$ cat config.mk
export PLATFORM = sky130hd
export DESIGN_NAME = psp_div
export DESIGN_NICKNAME = d
export VERILOG_FILES = /design/src/sv/psp_pkg.sv /design/src/sv/psp_div.sv
export VERILOG_INCLUDE_DIRS = /design/src /design/src/sv
export SDC_FILE = /design/constraint.sdc
export NUM_CORES = 2
export LEC_CHECK = 0
export BUFFER_PORTS_ARGS = -buffer_cell sky130_fd_sc_hd__buf_2
export CAP_MARGIN = 15
export CORE_MARGIN = 2
export CORE_UTILIZATION = 35
export DETAILED_ROUTE_END_ITERATION = 8
export MAX_ROUTING_LAYER = met4
export SLEW_MARGIN = 15
export SYNTH_ARGS = -nofsm -noshare
export SYNTH_HDL_FRONTEND = slang
export SYNTH_SLANG_ARGS = --single-unit
$ cat constraint.sdc
create_clock -name clk -period 16.91 [get_ports clk]
set_clock_uncertainty 0.05 [all_clocks]
set_input_delay 0.8455 -clock clk [delete_from_list [all_inputs] [get_ports clk]]
set_output_delay 0.8455 -clock clk [all_outputs]
set_load 0.005 [all_outputs]
$ cat src/sv/assert_macros.svh
// assertion macros shared by the rtl files
`ifndef ASSERT_MACROS_SVH
`define ASSERT_MACROS_SVH
`ifndef SYNTH
`define PSP_ASSERT_IMPL(lbl, clk, rst, ante, cons) \
  lbl: assert property (@(posedge clk) disable iff (rst) (ante) |-> (cons)) \
    else $error("same-cycle check failed");
`define PSP_ASSERT_NEXT(lbl, clk, rst, ante, cons) \
  lbl: assert property (@(posedge clk) disable iff (rst) (ante) |=> (cons)) \
    else $error("next-cycle check failed");
`else
`define PSP_ASSERT_IMPL(lbl, clk, rst, ante, cons)
`define PSP_ASSERT_NEXT(lbl, clk, rst, ante, cons)
`endif
`endif

$ cat src/sv/psp_pkg.sv
// shared constants for the point to segment proximity block
`timescale 1ns / 1ps
package psp_pkg;
  localparam int COORD_BITS_DEF = 20;
  localparam int FRAC_BITS_DEF  = 16;
  localparam int THR_W          = 32;
  localparam int ZTOL_W         = 19;
  localparam int REG_IDX_W      = 2;
  localparam logic [THR_W-1:0]  THR_RESET  = 32'd256;
  localparam logic [ZTOL_W-1:0] ZTOL_RESET = 19'd160;
  localparam logic [REG_IDX_W-1:0] REG_DIST_THR = 2'd0;
  localparam logic [REG_IDX_W-1:0] REG_Z_TOL    = 2'd1;
endpackage

$ cat src/sv/psp_div.sv
// pipelined restoring divider, one quotient bit per stage
`timescale 1ns / 1ps
`include "assert_macros.svh"
module psp_div #(
  parameter int NW = 2 * psp_pkg::COORD_BITS_DEF + 2,
  parameter int QW = psp_pkg::FRAC_BITS_DEF,
  parameter int SW = 1
) (
  input  logic          clk,
  input  logic          rst,
  input  logic          in_valid,
  output logic          in_ready,
  input  logic [NW-1:0] num,
  input  logic [NW-1:0] den,
  input  logic [SW-1:0] side_in,
  output logic          out_valid,
  input  logic          out_ready,
  output logic [QW-1:0] quo,
  output logic [SW-1:0] side_out
);
  import psp_pkg::*;

  logic          pv   [QW+1];
  logic          rdy  [QW+1];
  logic [NW-1:0] prem [QW+1];
  logic [NW-1:0] pdn  [QW+1];
  logic [QW-1:0] pq   [QW+1];
  logic [SW-1:0] psd  [QW+1];

  assign pv[0]   = in_valid;
  assign prem[0] = num;
  assign pdn[0]  = den;
  assign pq[0]   = '0;
  assign psd[0]  = side_in;
  assign rdy[QW] = out_ready;
  assign in_ready = rdy[0];

  for (genvar k = 0; k < QW; k++) begin : g_stage
    logic [NW:0] trial;
    assign rdy[k] = !pv[k+1] || rdy[k+1];
    assign trial  = {prem[k], 1'b0} - {1'b0, pdn[k]};

    always_ff @(posedge clk) begin
      if (rst) begin
        pv[k+1] <= 1'b0;
      end else if (rdy[k]) begin
        pv[k+1] <= pv[k];
      end
    end

    always_ff @(posedge clk) begin
      if (rdy[k] && pv[k]) begin
        pdn[k+1] <= pdn[k];
        psd[k+1] <= psd[k];
        if (!trial[NW]) begin
          prem[k+1] <= trial[NW-1:0];
          pq[k+1]   <= {pq[k][QW-2:0], 1'b1};
        end else begin
          prem[k+1] <= {prem[k][NW-2:0], 1'b0};
          pq[k+1]   <= {pq[k][QW-2:0], 1'b0};
        end
      end
    end
  end

  assign out_valid = pv[QW];
  assign quo       = pq[QW];
  assign side_out  = psd[QW];

  `PSP_ASSERT_IMPL(a_rem_below_den, clk, rst, pv[QW] && (pdn[QW] != '0), prem[QW] < pdn[QW])
  `PSP_ASSERT_NEXT(a_last_holds, clk, rst, pv[QW] && !out_ready, pv[QW])
  `PSP_ASSERT_NEXT(a_last_kept, clk, rst, pv[QW] && !out_ready, $stable(pq[QW]) && $stable(psd[QW]))
endmodule

Yosys cells after proc, flatten, opt, wreduce, memory -nomap -nowiden
Index checks and enable logic that the tools add are counted.

Add/sub/neg operators: 16. Mux-type cells: 31. Reductions and logical operators: 48.

Operator list (number): $sub 43x42->43 (16); $mux 42 (15); $logic_and 1x1->1 (16); $logic_not 1->1 (16); $logic_or 1x1->1 (16); $mux 1 (16).

Bits in registers: 1428. Input port bits: 89. Output and inout bits: 19. Word-level logic and storage cells: 188.

Logic depth before layout (Yosys ltp)
Depth after elaboration: 18. Depth in mapped cells: 16. Depth with buffers taken out: 13.

Least setup slack after synthesis
Ideal clock, no wire load.

Kind: in2reg. From: in out_ready. To: reg pdn[462] (netlist name) (enable). Setup time: 0.675 ns. Arrival time: 8.519 ns. Path slack: 7.666 ns. Stages: 9. Path through: nor2b_1 -> and3_1 -> and3_1 -> and2_1 -> clkbuf_1 -> nand2_1 -> nor2_1 -> and2_0 -> a21boi_0.

Word-level cells in the longest chain between the ends: 13.

RTL lines: start: declaration (RTL line psp_div.sv:17) `input logic out_ready,`; $logic_or 1x1->1 (12 in series) (RTL line psp_div.sv:40) `assign rdy[k] = !pv[k+1] || rdy[k+1];`; $logic_and 1x1->1 (RTL line psp_div.sv:52) `if (rdy[k] && pv[k]) begin`; end signal: indexed assignment (RTL line psp_div.sv:53) `pdn[k+1] <= pdn[k];`; end: declaration (RTL line psp_div.sv:26) `logic [NW-1:0] pdn [QW+1];`.

No other way between the ends. A chain may end at the register's enable or synchronous reset.

Worst setup path in the final report
From: reg pv (netlist bit out_valid). To: out in_ready.

Word-level cells in the longest chain between the ends: 17.

RTL lines: start: declaration (RTL line psp_div.sv:23) `logic pv [QW+1];`; start signal: indexed assignment (RTL line psp_div.sv:47) `pv[k+1] <= pv[k];`; $logic_not 1->1 (RTL line psp_div.sv:40); $logic_or 1x1->1 (16 in series) (RTL line psp_div.sv:40); end: declaration (RTL line psp_div.sv:12) `output logic in_ready,`.

No other way between the ends.

==> results_dict.tcl <==
set metrics [dict create \
    ir_worst_vdd_uv 107 \
    cp_max_fo 7 \
    synth_cells 7652 \
    min_from "den[11]" \
    swShare_pct 22.5 \
    dp_hpwl_um 130000 \
    cts.repair.resized 0 \
    p_leak_nw 38.3 \
    period_minus_slack_ns 5.71 \
    hold_depth 1 \
    internal_power_mw 6.41 \
    ioPinCount 108 \
    switching_power_mw 1.86 \
    yosysMostFrequentCell "edfxtp_1" \
    syn_to_final_growth_pct 11.0 \
    vias 55900 \
    clkPwrFrac_pct 41.7 \
    port_buffers 107 \
    dieWidth_um 500 \
    start_util_pct 35.1 \
    fin_util_pct 39.0 \
    synthTopCellsByCount "edfxtp_1, inv_1, a21oi_1, ha_1, nand2_1" \
    timing.final.crit_share_pct 33.8 \
    fin_setup_tns_ns 0 \
    drt-initial-drc-count 2834 \
    power_density_mw_per_mm2 86.6 \
    synthFlopType "edfxtp_1" \
    syn_area_mm2 0.0861 \
    rsz0062_at_grt "no" \
    max_freq_mhz 175 \
    viasPerCell 5.03 \
    p_comb_share_pct 10.0 \
    synth.top_cell.area_share_pct 49.2 \
    fp.dieH_um 500 \
    yosysTopAreaCell "edfxtp_1" \
    ys_types 107 \
    synth_async_sr_flop_share_pct 0 \
    routed_wl_um 169000 \
    core-area_mm2 0.245 \
    crit_buf_inv 1 \
    cp_top_family "simple AND/OR/NAND/NOR gates" \
    grt_max_degree 91 \
    htree_num_levels 4 \
    setup_violations 0 \
    grt.total_usage_pct 13.7 \
    synth_edf_count 1412 \
    clock_path_buffers 3 \
    reg2reg_depth 11 \
    grt_pass1_vias 56400 \
    crit_required_ns 16.01 \
    hold_violations 0 \
    tightest_slew_ns 1.04 \
    endpoint_kind "primary output" \
    antenna-diode-count 0 \
    grt_pass1_wl_um 279000 \
    firstDrtPassIters 5 \
    timing.rr.start "out_valid" \
    yosys_warnings 0 \
    cts_buffers 159 \
    synth_seq_cells 1428 \
    wl_per_cell_um 15.2 \
    clock_latency_ns 0.80 \
    synth_area_leaders "edfxtp_1, ha_1, mux2_2" \
    cts_setup_buffers 0 \
    avgSynthCellArea_um2 11.3 \
    final_nets 8526 \
    seq_power_share_pct 48.4 \
    gp_congestion 0.986 \
    layoutNonFillerInstCount 11100 \
    drc 0 \
    maxCapViolCount 0 \
    slowest_stage "nor2_1" \
    ff2ff_setup_slack_ns 11.95 \
    drive_gt1_share_pct 11.9 \
    cts.sinks 1428 \
    cp_cell_sequence "nor2b_1 -> and3_1 -> and3_1 -> and2_1 -> nand2_1 -> nor2_1 -> and2_0 -> nand3_1 -> nor2_1 -> nand3_1 -> buf_2" \
    r2r-end "pdn[668]" \
    criticalPathCategory "reg -> out" \
    rows 182 \
    hp-class "in -> reg" \
    ys_seq_area_share_pct 49.6 \
    root_buffer "clkbuf_16" \
    dieArea_mm2 0.250 \
    dp_cells 10800 \
    cpPeakStageDelay_ns 0.63 \
    slew_headroom_pct 28.7 \
    synth_fp_nets 8412 \
    worstPathArrival_ns 4.82 \
    outcome "completed" \
    postCtsHoldBufs 0 \
    worst_hold_path.endpoint "pdn[641]" \
    crit_path_start_kind "flop" \
    antenna_left 0 \
    clkTransAtPathRegs_ns 0.06 \
    grt.overflow.total 0 \
    antenna_found_initial 0 \
    drv_slew 0 \
    cts_tree "done" \
]
==> registers in the layout (all words and copies together), names as in the netlist <==
register,count
prem,630
psd,15
pq,120
pdn,630
out_valid,1
quo,16
side_out,1
pv,15
==> worst register-to-register path: stages (launching register included) <==
cell and delay (ns):
dfxtp_1 0.32, nor2b_1 0.39, and3_1 0.41, and3_1 0.29, and2_1 0.39, nand2_1 0.15, nor2_1 0.28, and2_0 0.55
nand3_1 0.18, nor2_1 0.63, a31oi_4 0.40, buf_4 0.49
==> cells by family (layout without fill, tap and decap cells) <==
family	count (synthesis)	after routing	share of synthesized area, %
AOI/OAI and AO/OA	2043	2043	15.2
xor gates and xnor gates	573	573	5.89
buffers and inverters	1024	1268	4.78
muxes	507	507	6.92
and+or+nand+nor	1406	1406	7.71
adders and majority gates	671	671	9.88
DFF	1428	1428	49.6
==> how the worst max path moves through the flow <==
| stage | slack, ns | to | depth (start not counted) | startpoint |
|---|---|---|---|---|
| after floorplan | 7.67 | pdn[462] | 9 | out_ready |
| after CTS | 11.00 | in_ready | 11 | out_valid |
| after global routing | 10.76 | in_ready | 11 | out_valid |
| after global placement | 11.22 | in_ready | 12 | out_ready |
| after detailed placement | 11.33 | in_ready | 12 | out_ready |
| final | 11.20 | in_ready | 11 | out_valid |
==> power groups by stage <==
stage                     Combinational [mW]  Clock (mW)  Sequential [mW]
after CTS                              0.829        3.57             4.00
after global routing                   0.921        3.72             4.01
final                                  0.827        3.45             4.00
after detailed placement               0.820           0             4.08
after floorplan                        0.662           0             4.06
after global placement                 0.806           0             4.08
==> layout by cell type, fill, tap and decap left out, types with 69 or more instances in the layout <==
cell,instances
o21a_1,81
o21bai_1,69
nand2b_1,84
xnor2_1,361
nor2b_1,72
a21o_1,336
buf_2,107
inv_1,830
a21oi_1,669
o21ai_0,378
edfxtp_1,1412
nand2_1,442
ha_1,656
nor2_1,351
mux2_2,378
xor2_1,198
clkbuf_16,163
nand3_1,154
mux2_4,73
==> per-stage QoR <==
stage          worst slack (ns)  instance area (µm²)  power, mW  hold slack, ns
2_1_floorplan              7.67                86100       4.72           0.350
3_3_place_gp              11.22                90300       4.88           0.356
3_5_place_dp              11.33                90300       4.89           0.355
4_1_cts                   11.00                95600       8.40           0.126
5_1_grt                   10.76                95600       8.65           0.154
6_report                  11.20                95600       8.28           0.214
==> per-layer routing <==
| layer | wire (µm) | vias up | track usage (%) |
|---|---|---|---|
| met5 | 0 | - | - |
| met4 | 6150 | 0 | 5.11 |
| met3 | 5780 | 434 | 2.16 |
| met2 | 83300 | 1080 | 23.9 |
| met1 | 73400 | 26100 | 15.7 |
| li1 | - | 28300 | - |
==> layout make-up <==
type                            count  area [µm²]
Clock buffer                      196        4240
Clock inverter                     95        1020
Multi-Input combinational cell   5200       39600
Fill cell                       23000      150000
Inverter                          831        3120
Tap cell                         3220        4030
Timing Repair Buffer              146         828
Sequential cell                  1428       42700
Power figures use the tool's default switching activity.
